<file path="config.mk">
export PLATFORM = sky130hd
export DESIGN_NAME = round_robin_sleep_scheduler
export DESIGN_NICKNAME = d
export VERILOG_FILES = /design/src/rrss_pkg.sv /design/src/rrss_ram.sv /design/src/round_robin_sleep_scheduler.sv
export SDC_FILE = /design/constraint.sdc
export NUM_CORES = 1
export LEC_CHECK = 0
export ABC_CLOCK_PERIOD_IN_PS = 8250
export BUFFER_PORTS_ARGS = -buffer_cell sky130_fd_sc_hd__buf_2
export CAP_MARGIN = 20
export CORE_ASPECT_RATIO = 1.5
export CORE_UTILIZATION = 62
export DETAILED_ROUTE_END_ITERATION = 10
export HOLD_SLACK_MARGIN = 0.06
export PLACE_DENSITY = 0.83
export SLEW_MARGIN = 20
export SYNTH_ARGS = -nofsm -noshare
export SYNTH_HDL_FRONTEND = slang
export SYNTH_HIERARCHICAL = 1
export SYNTH_SLANG_ARGS = --single-unit
</file>
<file path="constraint.sdc">
create_clock -name clk_i -period 8.25 [get_ports clk_i]
set_clock_uncertainty 0.15 [all_clocks]
set_input_delay 1.2375 -clock clk_i [delete_from_list [all_inputs] [get_ports clk_i]]
set_output_delay 1.2375 -clock clk_i [all_outputs]
set_load 0.005 [all_outputs]
</file>
<file path="src/rrss_pkg.sv">
package rrss_pkg;

  // fixed field widths
  localparam int unsigned TASK_W    = 4;
  localparam int unsigned DLY_W     = 32;
  localparam int unsigned CFG_W     = 4;
  localparam int unsigned CFG_IDX_W = 1;

  // config register indexes
  localparam logic [CFG_IDX_W-1:0] REG_TASK_COUNT = 1'b0;
  localparam logic [CFG_IDX_W-1:0] REG_RUNNING    = 1'b1;

  // command codes
  localparam logic CMD_TICK  = 1'b0;
  localparam logic CMD_DELAY = 1'b1;

  typedef enum logic [1:0] {
    ST_IDLE,
    ST_TICK,
    ST_PICK,
    ST_DONE
  } state_e;

endpackage

</file>
<file path="src/rrss_ram.sv">
module rrss_ram #(
  parameter int unsigned WIDTH = 32,
  parameter int unsigned DEPTH = 10
) (
  input  logic                                      clk_i,
  input  logic                                      we_i,
  input  logic [(DEPTH > 1 ? $clog2(DEPTH) : 1)-1:0] waddr_i,
  input  logic [WIDTH-1:0]                          wdata_i,
  input  logic [(DEPTH > 1 ? $clog2(DEPTH) : 1)-1:0] raddr_i,
  output logic [WIDTH-1:0]                          rdata_o
);

  logic [WIDTH-1:0] mem_q [DEPTH];

  always_ff @(posedge clk_i) begin
    if (we_i) begin
      mem_q[waddr_i] <= wdata_i;
    end
    rdata_o <= mem_q[raddr_i];
  end

endmodule

</file>
<file path="src/round_robin_sleep_scheduler.sv">
// Steps: a tick word runs the counter sweep over every task, then a ring search
//   when the kernel runs unlocked and not all tasks slept, then loads the output register.
//   A delay word skips the sweep and goes straight to the ring search.
// Input: one word at a time; the sweep is bound by the single read port of the counter RAM.
// Reset: asynchronous, active low; all tasks awake, task_count = 1, not running.
//   Counter RAM is not cleared; entries are only read behind their asleep bit.
module round_robin_sleep_scheduler #(
  parameter int unsigned MAX_TASKS = 10
) (
  input  logic                           clk_i,
  input  logic                           rst_ni,
  input  logic                           in_valid_i,
  output logic                           in_stall_o,
  input  logic                           cmd_i,
  input  logic [rrss_pkg::DLY_W-1:0]     delay_ms_i,
  input  logic                           locked_i,
  output logic                           out_valid_o,
  input  logic                           out_stall_i,
  output logic [rrss_pkg::TASK_W-1:0]    current_task_o,
  output logic                           switched_o,
  output logic                           all_asleep_o,
  input  logic                           cfg_we_i,
  input  logic [rrss_pkg::CFG_IDX_W-1:0] cfg_index_i,
  input  logic [rrss_pkg::CFG_W-1:0]     cfg_data_i
);

  localparam int unsigned IDX_W = (MAX_TASKS > 1) ? $clog2(MAX_TASKS) : 1;
  localparam int unsigned CNT_W = $clog2(MAX_TASKS + 1);

  rrss_pkg::state_e state_q, state_d;

  logic [CNT_W-1:0]           tc_q, tc_d;
  logic                       running_q, running_d;
  logic [MAX_TASKS-1:0]       asleep_q, asleep_d;
  logic [IDX_W-1:0]           cur_q, cur_d;
  logic                       flag_q, flag_d;
  logic [CNT_W-1:0]           sw_q, sw_d;
  logic                       acc_q, acc_d;
  logic                       locked_q, locked_d;
  logic                       switched_q, switched_d;
  logic [IDX_W-1:0]           pick_q, pick_d;

  logic                       out_valid_q, out_valid_d;
  logic [rrss_pkg::TASK_W-1:0] out_task_q, out_task_d;
  logic                       out_sw_q, out_sw_d;
  logic                       out_flag_q, out_flag_d;

  logic                       ram_we;
  logic [IDX_W-1:0]           ram_waddr, ram_raddr;
  logic [rrss_pkg::DLY_W-1:0] ram_wdata, ram_rdata;

  logic                       in_acc;
  logic                       out_free;
  logic                       sweep_end;
  logic [IDX_W-1:0]           proc_idx;
  logic                       all_now;
  logic                       go_pick;
  logic [IDX_W-1:0]           cur_next;
  logic [IDX_W-1:0]           pick_next;
  logic [CNT_W-1:0]           tc_clamp;

  rrss_ram #(
    .WIDTH(rrss_pkg::DLY_W),
    .DEPTH(MAX_TASKS)
  ) u_cnt_ram (
    .clk_i  (clk_i),
    .we_i   (ram_we),
    .waddr_i(ram_waddr),
    .wdata_i(ram_wdata),
    .raddr_i(ram_raddr),
    .rdata_o(ram_rdata)
  );

  assign in_stall_o     = (state_q != rrss_pkg::ST_IDLE);
  assign in_acc         = in_valid_i && !in_stall_o;
  assign out_free       = !out_valid_q || !out_stall_i;
  assign out_valid_o    = out_valid_q;
  assign current_task_o = out_task_q;
  assign switched_o     = out_sw_q;
  assign all_asleep_o   = out_flag_q;

  // ring order walks downward and wraps to the last task
  assign cur_next  = (cur_q == '0) ? IDX_W'(tc_q - 1'b1) : cur_q - 1'b1;
  assign pick_next = (pick_q == '0) ? IDX_W'(tc_q - 1'b1) : pick_q - 1'b1;

  // sweep reads entry sw_q while updating entry sw_q - 1 from the registered read
  assign sweep_end = (sw_q == tc_q);
  assign proc_idx  = IDX_W'(sw_q - 1'b1);
  assign all_now   = acc_q && ((sw_q == '0) || asleep_q[proc_idx]);
  assign go_pick   = running_q && !locked_q && !all_now;
  assign ram_raddr = (sw_q < tc_q) ? IDX_W'(sw_q) : '0;

  always_comb begin
    if (32'(cfg_data_i) == 32'd0) begin
      tc_clamp = CNT_W'(1);
    end else if (32'(cfg_data_i) > 32'(MAX_TASKS)) begin
      tc_clamp = CNT_W'(MAX_TASKS);
    end else begin
      tc_clamp = CNT_W'(cfg_data_i);
    end
  end

  // next state
  always_comb begin
    state_d = state_q;
    case (state_q)
      rrss_pkg::ST_IDLE: begin
        if (in_acc) begin
          state_d = (cmd_i == rrss_pkg::CMD_DELAY) ? rrss_pkg::ST_PICK : rrss_pkg::ST_TICK;
        end
      end
      rrss_pkg::ST_TICK: begin
        if (sweep_end) begin
          state_d = go_pick ? rrss_pkg::ST_PICK : rrss_pkg::ST_DONE;
        end
      end
      rrss_pkg::ST_PICK: begin
        if ((pick_q == cur_q) || !asleep_q[pick_q]) begin
          state_d = rrss_pkg::ST_DONE;
        end
      end
      rrss_pkg::ST_DONE: begin
        if (out_free) begin
          state_d = rrss_pkg::ST_IDLE;
        end
      end
      default: state_d = rrss_pkg::ST_IDLE;
    endcase
  end

  // datapath and outputs
  always_comb begin
    tc_d        = tc_q;
    running_d   = running_q;
    asleep_d    = asleep_q;
    cur_d       = cur_q;
    flag_d      = flag_q;
    sw_d        = sw_q;
    acc_d       = acc_q;
    locked_d    = locked_q;
    switched_d  = switched_q;
    pick_d      = pick_q;
    out_valid_d = out_valid_q;
    out_task_d  = out_task_q;
    out_sw_d    = out_sw_q;
    out_flag_d  = out_flag_q;
    ram_we      = 1'b0;
    ram_waddr   = cur_q;
    ram_wdata   = (delay_ms_i == '0) ? rrss_pkg::DLY_W'(1) : delay_ms_i;

    if (out_valid_q && !out_stall_i) begin
      out_valid_d = 1'b0;
    end

    case (state_q)
      rrss_pkg::ST_IDLE: begin
        if (in_acc) begin
          locked_d = locked_i;
          sw_d     = '0;
          acc_d    = 1'b1;
          if (cmd_i == rrss_pkg::CMD_DELAY) begin
            asleep_d[cur_q] = 1'b1;
            ram_we          = 1'b1;
            switched_d      = 1'b1;
            pick_d          = cur_next;
          end
        end
      end
      rrss_pkg::ST_TICK: begin
        sw_d  = sw_q + 1'b1;
        acc_d = all_now;
        if ((sw_q != '0) && asleep_q[proc_idx]) begin
          if (ram_rdata <= rrss_pkg::DLY_W'(1)) begin
            asleep_d[proc_idx] = 1'b0;
          end else begin
            ram_we    = 1'b1;
            ram_waddr = proc_idx;
            ram_wdata = ram_rdata - 1'b1;
          end
        end
        if (sweep_end) begin
          flag_d     = all_now;
          switched_d = go_pick;
          pick_d     = cur_next;
        end
      end
      rrss_pkg::ST_PICK: begin
        if (pick_q != cur_q) begin
          if (!asleep_q[pick_q]) begin
            cur_d = pick_q;
          end else begin
            pick_d = pick_next;
          end
        end
      end
      rrss_pkg::ST_DONE: begin
        if (out_free) begin
          out_valid_d = 1'b1;
          out_task_d  = rrss_pkg::TASK_W'(cur_q);
          out_sw_d    = switched_q;
          out_flag_d  = flag_q;
        end
      end
      default: ;
    endcase

    if (cfg_we_i) begin
      if (cfg_index_i == rrss_pkg::REG_TASK_COUNT) begin
        tc_d     = tc_clamp;
        asleep_d = '0;
        cur_d    = IDX_W'(tc_clamp - 1'b1);
      end else if (cfg_index_i == rrss_pkg::REG_RUNNING) begin
        running_d = cfg_data_i[0];
      end
    end
  end

  always_ff @(posedge clk_i or negedge rst_ni) begin
    if (!rst_ni) begin
      state_q     <= rrss_pkg::ST_IDLE;
      tc_q        <= CNT_W'(1);
      running_q   <= 1'b0;
      asleep_q    <= '0;
      cur_q       <= '0;
      flag_q      <= 1'b0;
      out_valid_q <= 1'b0;
    end else begin
      state_q     <= state_d;
      tc_q        <= tc_d;
      running_q   <= running_d;
      asleep_q    <= asleep_d;
      cur_q       <= cur_d;
      flag_q      <= flag_d;
      out_valid_q <= out_valid_d;
    end
  end

  always_ff @(posedge clk_i) begin
    sw_q       <= sw_d;
    acc_q      <= acc_d;
    locked_q   <= locked_d;
    switched_q <= switched_d;
    pick_q     <= pick_d;
    out_task_q <= out_task_d;
    out_sw_q   <= out_sw_d;
    out_flag_q <= out_flag_d;
  end

endmodule

</file>
==> flow_summary.yaml, run 1 <==
setup_path:
  crit_path_top_delay_cell: "sky130_fd_sc_hd__mux2i_1"
  slowest_delay_ns: 0.71
  worstSetupStartpoint: "sw_q[0]"
  cp_data_required_time_ns: 8.27
  crit-reg2reg-launch: "sw_q[0]"
  regToRegEndpoint: "u_cnt_ram/mem_q[5][11]"
  cp-end-kind: "register"
  top_fanout_value_on_the_critical_path: 37
  start_kind: "register"
  rrSetupSlack_ns: 3.01
  worst_ep_arrival_ns: 5.26
  crit_path_cell_trace: "inv_1 -> ha_1 -> mux4_2 -> mux2i_1 -> o22ai_1 -> and3_2 -> buf_4 -> mux2i_1 -> nand2b_1 -> nor2_4 -> buf_4"
  r2r.worst_path.cells: 11
  setup.worst_path.end: "u_cnt_ram/mem_q[5][11]"
  path_class: "register to register"
clock_network:
  ctsLongestPathBuffers: 3
  clk_pin_slew_ns: 0.06
  postCtsHoldBufs: 0
  cts_tree: "done"
  clock_latency_ns: 0.53
  tritoncts.num_buffers: 36
  cts-htree-levels: 2
  cts.sinks: 392
  cts_setup_buffers: 0
  clock-root-buffer: "sky130_fd_sc_hd__clkbuf_16"
  cts.repair.resized: 0
pwr:
  power.share.clock: 0.267
  power_switching_mw: 2.02
  switching_share: 0.327
  power-per-cell-area_mw_per_mm2: 326
  total_power_mw: 6.19
  p_leak_nw: 6.51
  power.share.combinational: 0.315
  power.internal_mw: 4.16
  power_frac_seq: 0.417
  vdd_ir_drop_max_v: 0.000324
final_layout:
  multi_input_area_mm2: 0.00556
  syn2layout_area_growth_pct: 10.3
  layout-drive-gt1-share: 0.247
  number_of_nets_at_the_end_of_the_flow: 1231
  final_util: 0.697
  fillerInstances: 1767
  num_antenna_cells: 0
  post_route_cell_area_mm2: 0.0190
  final-seq-area_mm2: 0.0113
yosys:
  synth_most_common_cell: "sky130_fd_sc_hd__edfxtp_1"
  syn_nets: 1184
  synth_largest_type_area_fraction: 0.588
  post_synth_edffs: 337
  synth_async_sr_flop_share: 0.0587
  synthesis.area_mm2: 0.0172
  yosys-top-cells-area: "sky130_fd_sc_hd__edfxtp_1 (59%), sky130_fd_sc_hd__mux2_2 (6.2%), sky130_fd_sc_hd__mux2i_1 (4.4%), sky130_fd_sc_hd__dfxtp_1 (3.7%), sky130_fd_sc_hd__dfrtp_1 (3.2%)"
  postSynthCellCount: 1119
  syn_avg_cell_area_um2: 15.4
  synth_area_leader_cell: "sky130_fd_sc_hd__edfxtp_1"
  synthFlopType: "sky130_fd_sc_hd__edfxtp_1"
  ys_ff_latch: 392
  synth_cell_types: 65
  ys_top_cells_by_count: "sky130_fd_sc_hd__edfxtp_1 (337), sky130_fd_sc_hd__mux2_2 (94), sky130_fd_sc_hd__mux2i_1 (76), sky130_fd_sc_hd__nand2_1 (63), sky130_fd_sc_hd__o22ai_1 (40)"
  seq_area_frac_synth: 0.659
  synthesis.yosys.warnings: 6
place:
  detailedPlacementHpwl_um: 23200
  dp_slack_ns: 3.07
  numPortBuffers: 51
  placedInstanceArea_mm2: 0.0178
  finalWeightedCongestion: 0.935
drt:
  drc: 0
  firstDrtPassIters: 5
  wl_per_cell_um: 24.6
  detail-route-antenna-nets: 0
  avgViaCountPerCell: 6.44
  detail_route.iter0.violations: 711
  totalWireLength_um: 37800
  dr_total_vias: 9880
grt:
  met3_usage: 0.0405
  grt.total_usage: 0.278
  met2_usage: 0.501
  grt_pass1_vias: 10450
  number_of_antenna_violations_at_the_first_check_in_global_routing: 0
  grt_start_max_net_pins: 65
  globalRoute.busiestLayer: "met2"
  globalRouteMet1Util: 0.318
  grt.overflow.total: 0
  grt_first_pass_wirelength_um: 57600
sta:
  hold_viol: 0
  fin_crit_period_ns: 5.24
  tightestPinTransition_ns: 1.07
  timing.final.ws_setup_ns: 3.01
  setup_tns_ns: 0
  final-max-slew-violation-count: 0
  rsz_0062_raised_after_global_routing: "false"
  timing.slew.headroom: 0.286
  timing.final.crit_share: 0.635
  max_freq_ghz: 0.191
  endpoints_failing_setup: 0
floorplan:
  design.die.area_mm2: 0.0284
  die_y_um: 206
  initial_utilization: 0.632
  chipWidth_um: 138
  placeableCoreArea_mm2: 0.0272
  placement_row_count: 74
  pin_count: 52
status:
  status: "completed"
worst_hold_path:
  timing.hold.worst.class: "register to register"
run:
  drv.max_cap_violation_count: 0
## critical path, delay by kind of cell, from the launching register on
family / cells / cell delay, ns
adders and majority gates: 1 / 0.41
DFF: 1 / 0.63
muxes: 3 / 1.05
buffers and inverters: 3 / 1.18
and+or+nand+nor: 3 / 1.11
AOI/OAI and AO/OA: 1 / 0.33
## metal layers
| metal | routed length, um | vias to the layer above |
|---|---|---|
| met5 | 0 | - |
| met4 | 1680 | 0 |
| met3 | 1960 | 112 |
| met2 | 20300 | 364 |
| met1 | 13800 | 4976 |
| li1 | - | 4428 |
## logic make-up (layout without fill, tap and decap cells)
logic type / after synthesis / count (layout) / share of synthesized area
buf+inv: 77 / 151 / 0.0233
flops: 392 / 392 / 0.659
fa+ha+maj: 21 / 21 / 0.0153
compound gates: 157 / 157 / 0.0747
xor+xnor: 40 / 40 / 0.0204
mux: 212 / 212 / 0.141
simple gates: 220 / 220 / 0.0658
## state kept, by name (all words and copies together), names as in the netlist
name / cells
tc_q: 4
all_asleep_o: 1
flag_q: 1
u_cnt_ram/mem_q: 320
locked_q: 1
acc_q: 1
state_q: 2
cur_q: 4
u_cnt_ram/rdata_o: 32
asleep_q: 10
out_valid_o: 1
sw_q: 4
switched_o: 1
current_task_o: 4
running_q: 1
pick_q: 4
switched_q: 1
## layout by cell type (no fill, tap or decap), drive strengths merged, types with 3 or more instances in the layout
cell / instances
a21o: 3
a21oi: 12
a22o: 33
and2: 8
and3: 10
buf: 67
bufinv: 4
clkbuf: 48
clkinv: 8
dfrtp: 22
dfxtp: 32
edfxtp: 337
ha: 21
inv: 23
mux2: 132
mux2i: 76
mux4: 4
nand2: 63
nand2b: 14
nand3: 10
nand3b: 3
nand4: 8
nor2: 36
nor2b: 7
nor3: 19
nor4: 24
o21ai: 14
o22ai: 40
o31ai: 33
or2: 5
or3: 8
xnor2: 10
xor2: 30
## area by class of cell
cell class                      count  area share
Tap cell                          342      0.0226
Inverter                           19     0.00376
Multi-Input combinational cell    650       0.293
Clock inverter                     17      0.0103
Clock buffer                       48      0.0510
Sequential cell                   392       0.597
Timing Repair Buffer               67      0.0222
## per-stage QoR
stage               instances  hold WS [ns]
floorplan                1119         0.250
global placement         1467         0.286
detailed placement       1468         0.286
CTS                      1533         0.312
global route             1535         0.327
finish                   1535         0.308
## worst min-delay path by stage
stage               startpoint      endpoint  slack, ns  cells past startpoint
global placement    switched_q    switched_o       0.29                      0
CTS                     flag_q  all_asleep_o       0.31                      0
global route        switched_q    switched_o       0.33                      0
floorplan           switched_q    switched_o       0.25                      0
finish                  flag_q  all_asleep_o       0.31                      0
detailed placement      flag_q  all_asleep_o       0.29                      0
## power groups by stage
stage | Combinational (mW) | Clock (mW) | Sequential [mW]
floorplan | 1.53 | 0 | 2.51
global placement | 1.89 | 0 | 2.60
detailed placement | 1.92 | 0 | 2.61
CTS | 1.94 | 1.67 | 2.58
global route | 2.09 | 1.74 | 2.60
finish | 1.95 | 1.65 | 2.58
Power figures use the tool's default switching activity.
==> run 2: changes to the inputs <==
--- a/config.mk
+++ b/config.mk
@@ -5,7 +5,7 @@
 export SDC_FILE = /design/constraint.sdc
 export NUM_CORES = 1
 export LEC_CHECK = 0
-export ABC_CLOCK_PERIOD_IN_PS = 8250
+export ABC_CLOCK_PERIOD_IN_PS = 5100
 export BUFFER_PORTS_ARGS = -buffer_cell sky130_fd_sc_hd__buf_2
 export CAP_MARGIN = 20
 export CORE_ASPECT_RATIO = 1.5
==> constraint.sdc (replaced) <==
create_clock -name clk_i -period 5.1 [get_ports clk_i]
set_clock_uncertainty 0.15 [all_clocks]
set_input_delay 0.765 -clock clk_i [delete_from_list [all_inputs] [get_ports clk_i]]
set_output_delay 0.765 -clock clk_i [all_outputs]
set_load 0.005 [all_outputs]
==> flow_summary.yaml, run 2 (synthesis results as in run 1) <==
sta:
  timing.final.crit_share: 0.918
  max_freq_ghz: 0.214
  timing.final.ws_setup_ns: 0.419
  timing.slew.headroom: 0.321
  setup_tns_ns: 0
  fin_crit_period_ns: 4.68
  whs_ns: 0.0670
  hold_viol: 0
  endpoints_failing_setup: 0
  tightestPinTransition_ns: 1.02
  final-max-slew-violation-count: 0
  rsz_0062_raised_after_global_routing: "false"
drt:
  detail-route-antenna-nets: 0
  detail_route.iter0.violations: 717
  drc: 0
  dr_total_vias: 9986
  wl_per_cell_um: 25.0
  totalWireLength_um: 38500
  firstDrtPassIters: 5
  avgViaCountPerCell: 6.49
final_layout:
  num_antenna_cells: 0
  layout.cells.most_common_list: "sky130_fd_sc_hd__edfxtp_1 (337), sky130_fd_sc_hd__mux2_2 (94), sky130_fd_sc_hd__mux2i_1 (76), sky130_fd_sc_hd__nand2_1 (63), sky130_fd_sc_hd__buf_2 (51)"
  final_common_cell: "sky130_fd_sc_hd__edfxtp_1"
  syn2layout_area_growth_pct: 11.3
  final-seq-area_mm2: 0.0113
  largest_register_ffs: 320
  final_util: 0.703
  layout-drive-gt1-share: 0.256
  number_of_nets_at_the_end_of_the_flow: 1235
  multi_input_area_mm2: 0.00557
  max_flop_register: "u_cnt_ram/mem_q"
  biggestRegsByFlops: "u_cnt_ram/mem_q x320, u_cnt_ram/rdata_o x32, asleep_q x10"
  post_route_cell_area_mm2: 0.0191
  fillerInstances: 1697
floorplan:
  pin_count: 52
  design.die.area_mm2: 0.0284
  chipWidth_um: 138
  placement_row_count: 74
  placeableCoreArea_mm2: 0.0272
  die_y_um: 206
  initial_utilization: 0.632
setup_path:
  start_kind: "register"
  top_fanout_value_on_the_critical_path: 18
  rrSetupSlack_ns: 0.42
  cp_data_required_time_ns: 5.18
  r2r.worst_path.cells: 11
  cp-end-kind: "register"
  regToRegEndpoint: "u_cnt_ram/mem_q[3][21]"
  path_class: "register to register"
  crit-reg2reg-launch: "sw_q[0]"
  worst_ep_arrival_ns: 4.76
grt:
  grt_start_max_net_pins: 65
  grt.total_usage: 0.282
  number_of_antenna_violations_at_the_first_check_in_global_routing: 0
  grt_pass1_vias: 10197
  grt_first_pass_wirelength_um: 58300
  grt.overflow.total: 0
place:
  dp_slack_ns: 0.480
  placedInstanceArea_mm2: 0.0180
  numPortBuffers: 51
  detailedPlacementHpwl_um: 23900
  finalWeightedCongestion: 0.906
run:
  drv.max_cap_violation_count: 0
worst_hold_path:
  timing.hold.worst.class: "input port to asynchronous set/reset pin"
pwr:
  vdd_ir_drop_max_v: 0.000467
  p_leak_nw: 6.59
  power-per-cell-area_mw_per_mm2: 530
clock_network:
  tritoncts.num_buffers: 35
  cts_setup_buffers: 0
  cts-htree-levels: 2
  clock_latency_ns: 0.53
  postCtsHoldBufs: 0
  clk_pin_slew_ns: 0.06
  ctsLongestPathBuffers: 3
  clock-root-buffer: "sky130_fd_sc_hd__clkbuf_16"
  cts_tree: "done"
  cts.repair.resized: 0
  cts.sinks: 392
status:
  status: "completed"
## run 2: stage by stage
stage,cells,power [mW]
2_1_floorplan,1119,6.55
5_1_grt,1538,10.5
3_3_place_gp,1475,7.35
4_1_cts,1538,10.2
3_5_place_dp,1475,7.42
6_report,1538,10.2
## run 2: per-layer routing
layer	track usage	wire length, um	vias up
li1	-	-	4435
met1	0.332	14100	5029
met2	0.498	20300	396
met3	0.0437	2250	126
met4	0.138	1870	0
met5	0	0	-
## run 2: critical path, cell delays in order (launching register included)
cell and delay, ns:
sky130_fd_sc_hd__edfxtp_1 0.60, sky130_fd_sc_hd__inv_1 0.17, sky130_fd_sc_hd__ha_1 0.43, sky130_fd_sc_hd__mux4_2 0.28
sky130_fd_sc_hd__mux2i_1 0.08, sky130_fd_sc_hd__o22ai_1 0.37, sky130_fd_sc_hd__and3_2 0.37, sky130_fd_sc_hd__buf_4 0.33
sky130_fd_sc_hd__nand2b_1 0.19, sky130_fd_sc_hd__or3b_2 0.59, sky130_fd_sc_hd__nor2_4 0.59, sky130_fd_sc_hd__buf_12 0.23
## run 2: worst max-delay path by stage
stage,startpoint,end,slack [ns],depth (start not counted)
2_1_floorplan,sw_q[0],u_cnt_ram/mem_q[1][0],0.28,12
3_3_place_gp,sw_q[0],u_cnt_ram/mem_q[3][21],0.67,11
3_5_place_dp,sw_q[0],u_cnt_ram/mem_q[3][23],0.48,10
4_1_cts,sw_q[0],u_cnt_ram/mem_q[3][24],0.48,11
5_1_grt,sw_q[0],u_cnt_ram/mem_q[3][28],0.18,10
6_report,sw_q[0],u_cnt_ram/mem_q[3][21],0.42,11
## run 2: final cells by class
cell class / instances / share of cell area
Inverter: 19 / 0.00372
Clock buffer: 45 / 0.0515
Timing Repair Buffer: 72 / 0.0288
Sequential cell: 392 / 0.592
Clock inverter: 18 / 0.0107
Multi-Input combinational cell: 650 / 0.291
Tap cell: 342 / 0.0223
## run 2: power by group
group	internal, mW	leakage, nW	switching [mW]
Sequential	3.83	3.60	0.338
Combinational	1.41	2.41	1.86
Clock	1.58	0.581	1.14
==> run 3: changes to the inputs <==
--- a/config.mk
+++ b/config.mk
@@ -13,6 +13,7 @@
 export DETAILED_ROUTE_END_ITERATION = 10
 export HOLD_SLACK_MARGIN = 0.06
 export PLACE_DENSITY = 0.83
+export RECOVER_POWER = 50
 export SLEW_MARGIN = 20
 export SYNTH_ARGS = -nofsm -noshare
 export SYNTH_HDL_FRONTEND = slang
==> flow_summary.yaml, run 3 (synthesis results as in run 1) <==
floorplan:
  initial_utilization: 0.632
  pin_count: 52
  placement_row_count: 74
  placeableCoreArea_mm2: 0.0272
  die_y_um: 206
  chipWidth_um: 138
  design.die.area_mm2: 0.0284
sta:
  rsz_0062_raised_after_global_routing: "false"
  max_freq_ghz: 0.211
  timing.final.ws_setup_ns: 0.359
  hold_viol: 0
  tightestPinTransition_ns: 1.50
  fin_crit_period_ns: 4.74
  final-max-slew-violation-count: 26
  timing.slew.headroom: -0.000455
  timing.final.crit_share: 0.930
  setup_tns_ns: 0
  endpoints_failing_setup: 0
clock_network:
  cts.repair.resized: 0
  tritoncts.num_buffers: 35
  clk_pin_slew_ns: 0.06
  clock_latency_ns: 0.53
  cts-htree-levels: 2
  postCtsHoldBufs: 0
  clock-root-buffer: "sky130_fd_sc_hd__clkbuf_16"
  cts_tree: "done"
  ctsLongestPathBuffers: 3
  cts_setup_buffers: 0
  cts.sinks: 392
final_layout:
  layout-drive-gt1-share: 0.219
  max_flop_register: "u_cnt_ram/mem_q"
  post_route_cell_area_mm2: 0.0189
  biggestRegsByFlops: "u_cnt_ram/mem_q x320, u_cnt_ram/rdata_o x32, asleep_q x10"
  final_util: 0.696
  syn2layout_area_growth_pct: 10.1
  largest_register_ffs: 320
  layout.cells.most_common_list: "sky130_fd_sc_hd__edfxtp_1 (337), sky130_fd_sc_hd__mux2_2 (94), sky130_fd_sc_hd__mux2i_1 (76), sky130_fd_sc_hd__nand2_1 (63), sky130_fd_sc_hd__buf_2 (45)"
  final_common_cell: "sky130_fd_sc_hd__edfxtp_1"
  number_of_nets_at_the_end_of_the_flow: 1235
  num_antenna_cells: 0
status:
  violations: "capacitance limit, slew limit"
  status: "finished with violations"
drt:
  firstDrtPassIters: 5
  avgViaCountPerCell: 6.52
  dr_total_vias: 10022
  detail_route.iter0.violations: 796
  drc: 0
  wl_per_cell_um: 25.1
  detail-route-antenna-nets: 0
  totalWireLength_um: 38600
setup_path:
  cp_data_required_time_ns: 5.18
  r2r.worst_path.cells: 10
  regToRegEndpoint: "u_cnt_ram/mem_q[3][24]"
  top_fanout_value_on_the_critical_path: 18
  path_class: "register to register"
  worst_ep_arrival_ns: 4.82
  slowest_delay_ns: 0.79
  crit_path_top_delay_cell: "sky130_fd_sc_hd__mux2i_1"
  worst-path-buf-inv: 2
  cp-end-kind: "register"
  timing.critical_path.max_delay_family: "simple AND/OR/NAND/NOR gates"
  crit_top_cell: "sky130_fd_sc_hd__mux2i_1"
  start_kind: "register"
  crit_path_cell_trace: "inv_1 -> ha_1 -> mux4_2 -> mux2i_1 -> o22ai_1 -> and3_1 -> mux2i_1 -> nand2_1 -> nor2_4 -> buf_12"
  crit-reg2reg-launch: "sw_q[0]"
  rrSetupSlack_ns: 0.36
worst_hold_path:
  whs_endpoint: "locked_q"
  timing.hold.worst.class: "input port to register"
  min_from: "locked_i"
  min_delay_path_depth: 1
pwr:
  vdd_ir_drop_max_v: 0.000461
  p_leak_nw: 6.46
  total_power_mw: 10.0
  power-per-cell-area_mw_per_mm2: 530
place:
  numPortBuffers: 51
  placedInstanceArea_mm2: 0.0180
  dp_slack_ns: 0.480
  detailedPlacementHpwl_um: 23900
  finalWeightedCongestion: 0.906
grt:
  grt_pass1_vias: 10197
  number_of_antenna_violations_at_the_first_check_in_global_routing: 0
  grt.total_usage: 0.282
  grt.overflow.total: 0
  grt_first_pass_wirelength_um: 58300
  grt_start_max_net_pins: 65
run:
  drv.max_cap_violation_count: 1
-- run 3: cell types whose count changed in the layout (fill, tap and decap cells not counted), moves of 2 or more --
cell	change
sky130_fd_sc_hd__mux2_1	+24
sky130_fd_sc_hd__mux2_4	-24
sky130_fd_sc_hd__o31ai_2	-11
sky130_fd_sc_hd__o31ai_1	+11
sky130_fd_sc_hd__clkbuf_2	+3
sky130_fd_sc_hd__clkbuf_1	+8
sky130_fd_sc_hd__and2_0	+2
sky130_fd_sc_hd__buf_12	-3
sky130_fd_sc_hd__buf_2	-6
sky130_fd_sc_hd__buf_4	-2
sky130_fd_sc_hd__and2_1	-2
-- run 3: report_power, final --
group	switching, mW	internal (mW)	total (mW)
Clock	1.14	1.58	2.72
Combinational	1.83	1.32	3.15
Sequential	0.338	3.83	4.17
Total	3.30	6.74	10.0
-- run 3: layout make-up --
cell class                 count  area (um2)
tap                          342         428
multi-input combinational    650        5420
inverter                      19        71.3
clock buffer                  45         986
clock inverter                18         205
fill                        1750        8280
sequential                   392       11300
timing repair buffer          72         490
-- run 3: how the worst max path moves through the flow --
stage | from | end | slack, ns | cells past startpoint
2_1_floorplan | sw_q[0] | u_cnt_ram/mem_q[1][0] | 0.28 | 12
3_3_place_gp | sw_q[0] | u_cnt_ram/mem_q[3][21] | 0.67 | 11
3_5_place_dp | sw_q[0] | u_cnt_ram/mem_q[3][23] | 0.48 | 10
4_1_cts | sw_q[0] | u_cnt_ram/mem_q[3][24] | 0.48 | 11
5_1_grt | sw_q[0] | u_cnt_ram/mem_q[3][28] | 0.12 | 10
6_report | sw_q[0] | u_cnt_ram/mem_q[3][24] | 0.36 | 10
-- run 3: metal layers --
metal  share of wire  routed length (um)  GRT usage
met1            0.36               14100      0.332
met2            0.53               20300      0.498
met3           0.060                2300     0.0437
met4           0.049                1890      0.138
met5               0                   0          0
-- run 3: worst reg2reg max path, cell delays in order (launching register included) --
cell and delay [ns]:
sky130_fd_sc_hd__edfxtp_1 0.60, sky130_fd_sc_hd__inv_1 0.17, sky130_fd_sc_hd__ha_1 0.43, sky130_fd_sc_hd__mux4_2 0.28
sky130_fd_sc_hd__mux2i_1 0.08, sky130_fd_sc_hd__o22ai_1 0.36, sky130_fd_sc_hd__and3_1 0.41, sky130_fd_sc_hd__mux2i_1 0.79
sky130_fd_sc_hd__nand2_1 0.33, sky130_fd_sc_hd__nor2_4 0.62, sky130_fd_sc_hd__buf_12 0.24
-- run 3: stage by stage --
step,instances,hold WS [ns]
floorplan,1119,0.250
global placement,1475,0.269
detailed placement,1475,0.280
CTS,1538,0.0663
global route,1538,0.262
finish,1538,0.269
